[src/hdl/b2pbcd_pkg.sv]
package b2pbcd_pkg;

	localparam int unsigned VALUE_W = 64;
	localparam int unsigned COUNT_W = 4;
	localparam int unsigned CYCLE_W = 6;   // counts the VALUE_W shift steps
	localparam int unsigned QDEPTH = 2;
	localparam int unsigned QPTR_W = 1;

	typedef struct packed {
		logic [VALUE_W-1:0] value;
		logic [COUNT_W-1:0] byte_count;
	} req_t;

	typedef struct packed {
		logic [7:0]         bcd_byte;
		logic [COUNT_W-1:0] byte_index;
		logic               last;
	} res_t;

	// classified request: count already clamped and known to be nonzero
	typedef struct packed {
		logic [VALUE_W-1:0] value;
		logic [COUNT_W-1:0] count;
	} job_t;

	function automatic logic [3:0] dabble(input logic [3:0] nib);
		dabble = (nib >= 4'd5) ? nib + 4'd3 : nib;
	endfunction

endpackage

[src/hdl/binary_to_packed_bcd.sv]
// Converts a 64-bit unsigned value to byte_count packed BCD bytes (clamped to
// MAX_BCD_BYTES, a count of zero produces nothing), most significant pair first,
// with last set on the final byte; decimal digits above the requested width are
// dropped silently. The converter takes each request from the queue, runs the
// bit-serial shift-and-add-3 loop one value bit at a time, then emits one byte
// per cycle while res_stall does not hold a waiting result. A two-entry queue
// between the input stage and the converter lets the input keep taking requests
// during a conversion or a res_stall wait, until the queue and input stage fill.
module binary_to_packed_bcd import b2pbcd_pkg::*; #(
	parameter int unsigned MAX_BCD_BYTES = 10
) (
	input  logic clk,
	input  logic arst_n,
	input  logic req_valid,
	input  req_t req,
	output logic req_stall,
	output logic res_valid,
	output res_t res,
	input  logic res_stall
);

	logic q_full;
	logic q_empty;
	logic push;
	logic pop;
	job_t job_in;
	job_t job_out;

	b2pbcd_front #(.MAX_BCD_BYTES(MAX_BCD_BYTES)) u_front (
		.clk(clk),
		.arst_n(arst_n),
		.req_valid(req_valid),
		.req(req),
		.req_stall(req_stall),
		.q_full(q_full),
		.push(push),
		.job(job_in)
	);

	b2pbcd_queue u_queue (
		.clk(clk),
		.arst_n(arst_n),
		.push(push),
		.job_in(job_in),
		.full(q_full),
		.pop(pop),
		.empty(q_empty),
		.job_out(job_out)
	);

	b2pbcd_back #(.MAX_BCD_BYTES(MAX_BCD_BYTES)) u_back (
		.clk(clk),
		.arst_n(arst_n),
		.empty(q_empty),
		.job(job_out),
		.pop(pop),
		.res_valid(res_valid),
		.res(res),
		.res_stall(res_stall)
	);

	a_digits: assert property (@(posedge clk) disable iff (!arst_n)
		res_valid |-> (res.bcd_byte[7:4] <= 4'd9) && (res.bcd_byte[3:0] <= 4'd9))
		else $error("non-decimal digit in result");

	a_index: assert property (@(posedge clk) disable iff (!arst_n)
		res_valid |-> (res.byte_index < COUNT_W'(MAX_BCD_BYTES)))
		else $error("byte index beyond maximum");

	a_burst: assert property (@(posedge clk) disable iff (!arst_n)
		(res_valid && !res_stall && !res.last) |=>
		(res_valid && (res.byte_index == $past(res.byte_index) + 4'd1)))
		else $error("gap or misorder inside a byte burst");

endmodule

[src/hdl/b2pbcd_front.sv]
module b2pbcd_front import b2pbcd_pkg::*; #(
	parameter int unsigned MAX_BCD_BYTES = 10
) (
	input  logic clk,
	input  logic arst_n,
	input  logic req_valid,
	input  req_t req,
	output logic req_stall,
	input  logic q_full,
	output logic push,
	output job_t job
);

	logic               v_s1;
	job_t               job_s1;
	logic               accept;
	logic [COUNT_W-1:0] count_c;

	assign req_stall = v_s1 && q_full;
	assign accept = req_valid && !req_stall;
	assign push = v_s1 && !q_full;
	assign job = job_s1;

	// saturate the count; a zero count yields nothing
	assign count_c = (req.byte_count > COUNT_W'(MAX_BCD_BYTES)) ?
		COUNT_W'(MAX_BCD_BYTES) : req.byte_count;

	always_ff @(posedge clk or negedge arst_n) begin
		if (!arst_n) begin
			v_s1 <= 1'b0;
		end else begin
			priority if (accept && count_c != '0) begin
				v_s1 <= 1'b1;
			end else if (push) begin
				v_s1 <= 1'b0;
			end
		end
	end

	always_ff @(posedge clk) begin
		if (accept) begin
			job_s1 <= '{value: req.value, count: count_c};
		end
	end

endmodule

[src/hdl/b2pbcd_queue.sv]
module b2pbcd_queue import b2pbcd_pkg::*; (
	input  logic clk,
	input  logic arst_n,
	input  logic push,
	input  job_t job_in,
	output logic full,
	input  logic pop,
	output logic empty,
	output job_t job_out
);

	job_t                mem [QDEPTH];
	logic [QPTR_W-1:0]   wr_q;
	logic [QPTR_W-1:0]   rd_q;
	logic [QPTR_W:0]     fill_q;

	assign full = (fill_q == (QPTR_W+1)'(QDEPTH));
	assign empty = (fill_q == '0);
	assign job_out = mem[rd_q];

	always_ff @(posedge clk or negedge arst_n) begin
		if (!arst_n) begin
			wr_q <= '0;
			rd_q <= '0;
			fill_q <= '0;
		end else begin
			if (push) begin
				wr_q <= wr_q + 1'b1;
			end
			if (pop) begin
				rd_q <= rd_q + 1'b1;
			end
			unique case ({push, pop})
				2'b10:   fill_q <= fill_q + 1'b1;
				2'b01:   fill_q <= fill_q - 1'b1;
				default: fill_q <= fill_q;
			endcase
		end
	end

	always_ff @(posedge clk) begin
		if (push) begin
			mem[wr_q] <= job_in;
		end
	end

endmodule

[src/hdl/b2pbcd_back.sv]
module b2pbcd_back import b2pbcd_pkg::*; #(
	parameter int unsigned MAX_BCD_BYTES = 10
) (
	input  logic clk,
	input  logic arst_n,
	input  logic empty,
	input  job_t job,
	output logic pop,
	output logic res_valid,
	output res_t res,
	input  logic res_stall
);

	localparam int unsigned DIGITS = 2 * MAX_BCD_BYTES;
	localparam int unsigned BCD_W = 4 * DIGITS;
	localparam int unsigned IDX_W = (MAX_BCD_BYTES > 1) ? $clog2(MAX_BCD_BYTES) : 1;

	typedef enum logic [1:0] {IDLE, CONV, EMIT} state_t;

	state_t             state_q;
	logic [VALUE_W-1:0] val_q;
	logic [BCD_W-1:0]   bcd_q;
	logic [CYCLE_W-1:0] step_q;
	logic [IDX_W-1:0]   idx_q;
	logic [COUNT_W-1:0] k_q;
	logic               res_valid_q;
	res_t               res_q;
	logic [BCD_W-1:0]   adj;
	logic [7:0]         pairs [MAX_BCD_BYTES];
	logic               slot_free;

	assign pop = (state_q == IDLE) && !empty;
	assign slot_free = !res_valid_q || !res_stall;
	assign res_valid = res_valid_q;
	assign res = res_q;

	// add 3 to every digit at 5 or above before the next shift
	always_comb begin
		for (int d = 0; d < DIGITS; d++) begin
			adj[4*d +: 4] = dabble(bcd_q[4*d +: 4]);
		end
	end

	always_comb begin
		for (int b = 0; b < MAX_BCD_BYTES; b++) begin
			pairs[b] = bcd_q[8*b +: 8];
		end
	end

	always_ff @(posedge clk or negedge arst_n) begin
		if (!arst_n) begin
			state_q <= IDLE;
			val_q <= '0;
			bcd_q <= '0;
			step_q <= '0;
			idx_q <= '0;
			k_q <= '0;
			res_valid_q <= 1'b0;
			res_q <= '0;
		end else begin
			// a free slot is refilled only while emitting
			if (slot_free) begin
				res_valid_q <= (state_q == EMIT);
			end
			unique case (state_q)
				IDLE: begin
					if (!empty) begin
						val_q <= job.value;
						bcd_q <= '0;
						step_q <= '0;
						idx_q <= IDX_W'(job.count - 1'b1);
						k_q <= '0;
						state_q <= CONV;
					end
				end
				CONV: begin
					bcd_q <= {adj[BCD_W-2:0], val_q[VALUE_W-1]};
					val_q <= {val_q[VALUE_W-2:0], 1'b0};
					step_q <= step_q + 1'b1;
					if (step_q == CYCLE_W'(VALUE_W - 1)) begin
						state_q <= EMIT;
					end
				end
				EMIT: begin
					if (slot_free) begin
						res_q <= '{bcd_byte: pairs[idx_q], byte_index: k_q,
							last: (idx_q == '0)};
						k_q <= k_q + 1'b1;
						idx_q <= idx_q - 1'b1;
						if (idx_q == '0) begin
							state_q <= IDLE;
						end
					end
				end
				default: state_q <= IDLE;
			endcase
		end
	end

endmodule

[config.mk]
export PLATFORM = sky130hd
export DESIGN_NAME = binary_to_packed_bcd
export DESIGN_NICKNAME = d
export VERILOG_FILES = /design/src/hdl/b2pbcd_pkg.sv /design/src/hdl/binary_to_packed_bcd.sv /design/src/hdl/b2pbcd_front.sv /design/src/hdl/b2pbcd_queue.sv /design/src/hdl/b2pbcd_back.sv
export SDC_FILE = /design/constraint.sdc
export NUM_CORES = 1
export LEC_CHECK = 0
export ABC_CLOCK_PERIOD_IN_PS = 5100
export BUFFER_PORTS_ARGS = -buffer_cell sky130_fd_sc_hd__clkbuf_2
export CAP_MARGIN = 20
export CORE_ASPECT_RATIO = 1.5
export CORE_MARGIN = 10
export CORE_UTILIZATION = 55
export DETAILED_ROUTE_END_ITERATION = 16
export PLACE_DENSITY = 0.71
export SYNTH_ARGS = -nofsm -noshare
export SYNTH_HDL_FRONTEND = slang
export SYNTH_HIERARCHICAL = 1
export SYNTH_SLANG_ARGS = --single-unit
[constraint.sdc]
create_clock -name clk -period 5.1 [get_ports clk]
set_clock_uncertainty 0.1 [all_clocks]
set_input_delay 0.255 -clock clk [delete_from_list [all_inputs] [get_ports clk]]
set_output_delay 0.255 -clock clk [all_outputs]
set_load 0.01 [all_outputs]
-- Word level (Yosys, flattened, before mapping)
Memory sizes are Yosys's and may differ from the RTL's.
Index checks and enable logic that the tools add are counted.
- bits in registers: 247
- bits in writable memories: 136
- input bits: 72
- output and inout bits: 15
- logic and storage cells: 147
- memories kept: 1
- add/subtract/negate cells: 28
- order comparisons: 22
- eq/ne operators: 10
- multiplexer cells: 46
- bitwise gates (word level): 1
- reduce and logical (&&, ||, !) cells: 23
- memory list (name ; depth ; width ; read ports ; clocked after Yosys merged registers in ; write ports ; RTL line ; text):
    u_queue.mem ; 2 ; 68 ; 1 ; 0 ; 1 ; b2pbcd_queue.sv:12 ; job_t mem [QDEPTH];
- operator list (cell ; count):
    case mux 80 bit (2 select lines) ; 1
    case mux 64 bit (2 select lines) ; 1
    two-way mux 4 bit ; 24
    greater-or-equal comparator 4 x 3 -> 1 bit, second input constant ; 20
    two-way mux 80 bit ; 1
    adder 4 x 2 -> 4 bit, second input constant ; 19
    two-way mux 64 bit ; 1
    binary-select mux 8 bit (select 4 bit) ; 1
    two-way mux 8 bit ; 2
    case mux 4 bit (2 select lines) ; 2
    case mux 6 bit (2 select lines) ; 1
    two-way mux 2 bit ; 4
    nonzero test 2 bit ; 4
    subtractor 4 x 1 -> 4 bit, second input constant ; 2
    adder 6 x 1 -> 6 bit, second input constant ; 1
    == test 2 bit, second input constant ; 3
    == test 6 bit, second input constant ; 1
    two-way mux 6 bit ; 1
    case mux 2 bit (3 select lines) ; 1
    greater-or-equal comparator 5 bit, second input constant ; 1
    logical AND 1 bit ; 5
    zero test 1 bit ; 5
    NOT 4 -> 5 bit ; 1
    adder 4 x 1 -> 4 bit, second input constant ; 1
    18 further kinds ; 27

-- Longest topological paths before layout
- word-level depth: 6
- depth in mapped cells: 8
- gate-level depth less buffers: 7

-- Modules after synthesis
Netlist, hierarchy kept.
- modules (own cells, without submodules) (module ; instances ; cells each ; area an instance (µm²) ; sequential area each (µm²)):
    b2pbcd_back ; 1 ; 960 ; 9257.6 ; 4354.2
    b2pbcd_queue ; 1 ; 228 ; 5133.7 ; 4184.0
    b2pbcd_front ; 1 ; 79 ; 2138.3 ; 2067.0

-- Worst setup path before layout
Ideal clock, no wire load.
- kind: register to register
- start: register u_queue.fill_q[1]
- end: register u_front.job_s1 (netlist bit u_front/job[0]), enable pin
- setup time: 0.502 ns
- data arrival time: 3.754 ns
- required time: 4.498 ns
- path slack: 0.744 ns
- stages on the path, launching flop included: 4
- path buffers: 0
- period minus slack after synthesis: 4.356 ns
- cells stage by stage: dfrtp_1 > nor2b_1 > and2_1 > nor2b_1
- word-level cells in the longest chain between the ends: 4
- ends and longest elaborated chain (item ; RTL line ; text):
    start, declared ; b2pbcd_queue.sv:15 ; logic [QPTR_W:0] fill_q;
    start signal, assigned ; b2pbcd_queue.sv:34 ; 2'b10: fill_q <= fill_q + 1'b1;
    start signal, assigned ; b2pbcd_queue.sv:35 ; 2'b01: fill_q <= fill_q - 1'b1;
    start signal, assigned ; b2pbcd_queue.sv:36 ; default: fill_q <= fill_q;
    == test 2 bit ; b2pbcd_queue.sv:17 ; assign full = (fill_q == (QPTR_W+1)'(QDEPTH));
    net q_full ; binary_to_packed_bcd.sv:22 ; logic q_full;
    logical AND 1 bit ; b2pbcd_front.sv:19 ; assign req_stall = v_s1 && q_full;
    net req_stall ; binary_to_packed_bcd.sv:16 ; output logic req_stall,
    zero test 1 bit ; b2pbcd_front.sv:20 ; assign accept = req_valid && !req_stall;
    logical AND 1 bit ; b2pbcd_front.sv:20 ;
    net u_front.accept ; b2pbcd_front.sv:16 ; logic accept;
    end signal, assigned ; b2pbcd_front.sv:42 ; job_s1 <= '{value: req.value, count: count_c};
    end, declared ; b2pbcd_front.sv:15 ; job_t job_s1;
The timed path passes the listed nets, and every way through them passes these cells.
A chain may end at the register's enable or synchronous reset.

-- Worst setup path after layout
- start: register u_queue.fill_q[1]
- end: memory u_queue/mem[0][63] in the netlist's numbering, enable pin
- word-level cells in the longest chain between the ends: 5
- ends and longest elaborated chain (item ; RTL line ; text):
    == test 2 bit ; b2pbcd_queue.sv:17 ;
    net q_full ; binary_to_packed_bcd.sv:22 ;
    zero test 1 bit ; b2pbcd_front.sv:21 ; assign push = v_s1 && !q_full;
    logical AND 1 bit ; b2pbcd_front.sv:21 ;
    net push ; binary_to_packed_bcd.sv:24 ; logic push;
    two-way mux 1 bit ; b2pbcd_queue.sv:42 ; if (push) begin
    two-way mux 1 bit (not written as such) ; b2pbcd_queue.sv:43 ; mem[wr_q] <= job_in;
    end, declared ; b2pbcd_queue.sv:12 ;
The timed path passes the listed nets, and every way through them passes these cells.

==> flow_metrics.tcl <==
set metrics [dict create \
    min_period_ps 2720 \
    diodes 0 \
    avgSynthCellArea_um2 13.0 \
    core_mm2 0.0296 \
    cts.sinks 383 \
    globalplace.congestion 0.799 \
    drt_iter0_markers 473 \
    cts_tree "built" \
    setup_violations 0 \
    port_buffers 86 \
    irDropWorstVdd_mv 0.386 \
    path_cells "nor2b_1 > nor2b_1 > inv_1 > nor2_4 > buf_4" \
    power_frac_comb_pct 27.4 \
    hold_class "input port to register" \
    crit_slowest_cell "nor2_4" \
    max_stage_delay_ps 660 \
    grt_overflow 0 \
    synthArstFlopShare_pct 46.7 \
    grt_util_all_layers_pct 17.5 \
    synth-edff-count 204 \
    area_growth_pct 15.8 \
    die_area_mm2 0.0375 \
    cts-htree-levels 2 \
    p_sw_mw 3.39 \
    grt_max_degree 103 \
    p_clk_share_pct 25.4 \
    slew_headroom_pct 31.6 \
    grt_pass1_wl_um 54100 \
    critical_path.startpoint_type "register" \
    drive_above_1_share_pct 17.7 \
    fillers 2185 \
    antenna_found_initial 0 \
    cp_common_cell "nor2b_1" \
    rows 77 \
    dp_slack_ps 2350 \
    sw_frac_of_total_pct 32.5 \
    layout.nets 1521 \
    vias_per_cell 5.64 \
    synth.distinct_cells 46 \
    cp.buffers_inverters 2 \
    netlist_area_mm2 0.0165 \
    clk_pin_slew_ps 70 \
    synth_flop_cell "edfxtp_1" \
    ios 87 \
    synth_nets 1383 \
    ys_ff_latch 383 \
    crit_type "register to register" \
    cp-end-kind "register" \
    layout_setup_ws_ps 2380 \
    clockBufferDepth 3 \
    num_vias 10300 \
    dp.cells 1689 \
    drv_cap 0 \
    fp.dieW_um 162 \
    regArea_mm2 0.0106 \
    p_seq_share_pct 47.1 \
    cts_root_buffer "clkbuf_16" \
    rsz0062_at_grt "no" \
    whs_ps 31.6 \
    fmax_ghz 0.368 \
    drcViolationCount 0 \
    syn_inst 1267 \
    cts_made_buffers 37 \
    clkLatencyLatePin_ps 530 \
    power_density_mw_per_mm2 547 \
    setup-tns-final_ps 0 \
    arrival_ps 2780 \
    crit_family "simple AND/OR/NAND/NOR gates" \
    die_y_um 232 \
    yosys_warnings 6 \
    power.leakage_nw 7.62 \
    fin_crit_sh_pct 53.3 \
    first_global_vias 10900 \
    drtPass1Iterations 5 \
    final_hold_viol_count 0 \
    fin_cells 1828 \
    p_int_mw 7.06 \
    status "finished clean" \
    tightest_slew_ps 1030 \
    start_util_pct 55.9 \
    seq_area_frac_synth_pct 64.2 \
    ant_nets 0 \
    power_mw 10.5 \
    worstPathRequired_ps 5160 \
    multi_input_area_mm2 0.00545 \
    hpwl_um 20100 \
    routedWlPerCell_um 17.8 \
    routed_wl_um 32600 \
    finalMaxSlewViolations 0 \
    critPathMaxFanout 40 \
]
-- flip-flops by register name, summed over array words and instances (netlist names) --
name,count
u_queue/fill_q,2
u_back/val_q,64
u_back/step_q,6
u_queue/mem,136
u_back/res_valid,1
u_back/k_q,4
u_back/bcd_q,80
u_front/job,68
u_queue/wr_q,1
u_back/state_q,2
u_front/v_s1,1
u_back/idx_q,4
u_queue/rd_q,1
u_back/res,13
-- final timing paths --
kind / depth (start not counted) / end / slack (ps) / start
setup / recovery: 5 / u_queue/mem[0][63]$_DFFE_PP_ / 2380 / u_queue/fill_q[1]$_DFFE_PN0P_
hold / removal: 2 / u_front/job[2]$_DFFE_PP_ / 30 / req[2]
setup reg to reg: 5 / u_queue/mem[0][63]$_DFFE_PP_ / 2380 / u_queue/fill_q[1]$_DFFE_PN0P_
hold reg to reg: 0 / u_queue/mem[1][52]$_DFFE_PP_ / 340 / u_front/job[52]$_DFFE_PP_
max in group asynchronous: 3 / u_back/bcd_q[17]$_DFFE_PN0P_ / 3440 / arst_n
min in group asynchronous: 2 / u_back/bcd_q[66]$_DFFE_PN0P_ / 300 / arst_n
-- worst register-to-register path, cell delays in order (launching register included) --
cell and delay (ps):
dfrtp_1 400, nor2b_1 150, nor2b_1 240, inv_1 140, nor2_4 660, buf_4 600
-- routing by layer --
layer / routed length [um] / track usage [%] / vias to the layer above
met1: 13100 / 19.9 / 5155
li1: - / - / 4919
met2: 17300 / 32.2 / 177
met3: 1240 / 3.05 / 56
met5: 0 / 0 / -
met4: 898 / 6.04 / 0
-- through the flow --
step / util, % / cell area [um^2]
finish: 64.7 / 19100
global route: 64.7 / 19100
CTS: 64.7 / 19100
detailed placement: 58.3 / 17200
global placement: 58.3 / 17200
floorplan: - / 16500
-- cell usage after synthesis, types with 9 or more instances --
| master | instances | area share (%) |
|---|---|---|
| o31ai_1 | 40 | 1.8 |
| xnor2_1 | 23 | 1.2 |
| edfxtp_1 | 204 | 37 |
| xor2_1 | 23 | 1.2 |
| nand3_1 | 71 | 2.1 |
| a22oi_1 | 21 | 0.95 |
| dfrtp_1 | 179 | 27 |
| clkbuf_1 | 21 | 0.48 |
| nor2_1 | 128 | 2.9 |
| a32o_1 | 20 | 1.2 |
| nand2b_1 | 24 | 0.91 |
| ha_1 | 44 | 3.3 |
| buf_2 | 36 | 1.1 |
| a21oi_1 | 27 | 0.82 |
| mux2_4 | 10 | 0.91 |
| o21ai_0 | 63 | 1.9 |
| mux2i_1 | 42 | 2.5 |
| buf_1 | 10 | 0.23 |
| nor2b_1 | 9 | 0.34 |
| mux2_2 | 77 | 5.2 |
| inv_1 | 43 | 0.98 |
| o22ai_1 | 56 | 2.1 |
| nand2_1 | 50 | 1.1 |
-- timing repair --
action                    CTS  global route
hold endpoints to repair  170             0
buffers inserted            0             0
gates resized for setup     0             0
hold buffers               72             0
-- cell type report --
cell class	instances	area share, %
Timing Repair Buffer	170	6.52
Sequential cell	383	55.5
Clock inverter	25	1.16
Multi-Input combinational cell	769	28.5
Tap cell	395	2.58
Clock buffer	42	4.94
Inverter	44	0.863
-- cell families (layout without fill, tap and decap cells) --
group | Yosys count | after routing | share of synthesized area, %
buffers and inverters | 115 | 281 | 3.09
multiplexers | 131 | 131 | 8.97
XOR/XNOR | 46 | 46 | 2.44
adder cells (fa/ha/maj) | 44 | 44 | 3.33
AND/OR/NAND/NOR | 301 | 301 | 8.13
AO/OA/AOI/OAI | 247 | 247 | 9.89
flip-flops | 383 | 383 | 64.2
-- placed cells by master (no fill, tap or decap), types with 2 or more instances in the layout --
master	count
bufinv_16	4
dlygate4sd3_1	72
clkbuf_2	85
a21oi_1	27
o21ai_0	63
o2bb2ai_1	3
a32o_1	20
o31ai_1	40
and2_1	4
a22oi_1	21
o22ai_1	56
clkinv_1	11
edfxtp_1	204
a211oi_1	2
inv_6	2
o211ai_1	7
xor2_1	23
mux2i_1	42
clkinv_2	8
nand2_1	49
inv_1	43
buf_4	12
mux2_4	10
ha_1	44
nor2b_1	7
nor3_1	7
nand2b_1	23
nand4_1	2
nor2_1	127
mux2_2	77
clkbuf_1	5
clkbuf_16	37
dfrtp_1	177
xnor2_1	23
nand3_1	71
mux4_2	2
-- power by group through the flow --
stage	logic, mW	registers (mW)	clock network, mW
after global placement	2.75	4.93	0
after floorplan	2.37	4.69	0
after global routing	3.21	5.04	2.85
after detailed placement	2.84	4.98	0
final	2.87	4.93	2.66
after CTS	2.91	4.93	2.72
No activity file was read; power rests on OpenSTA's default activity.
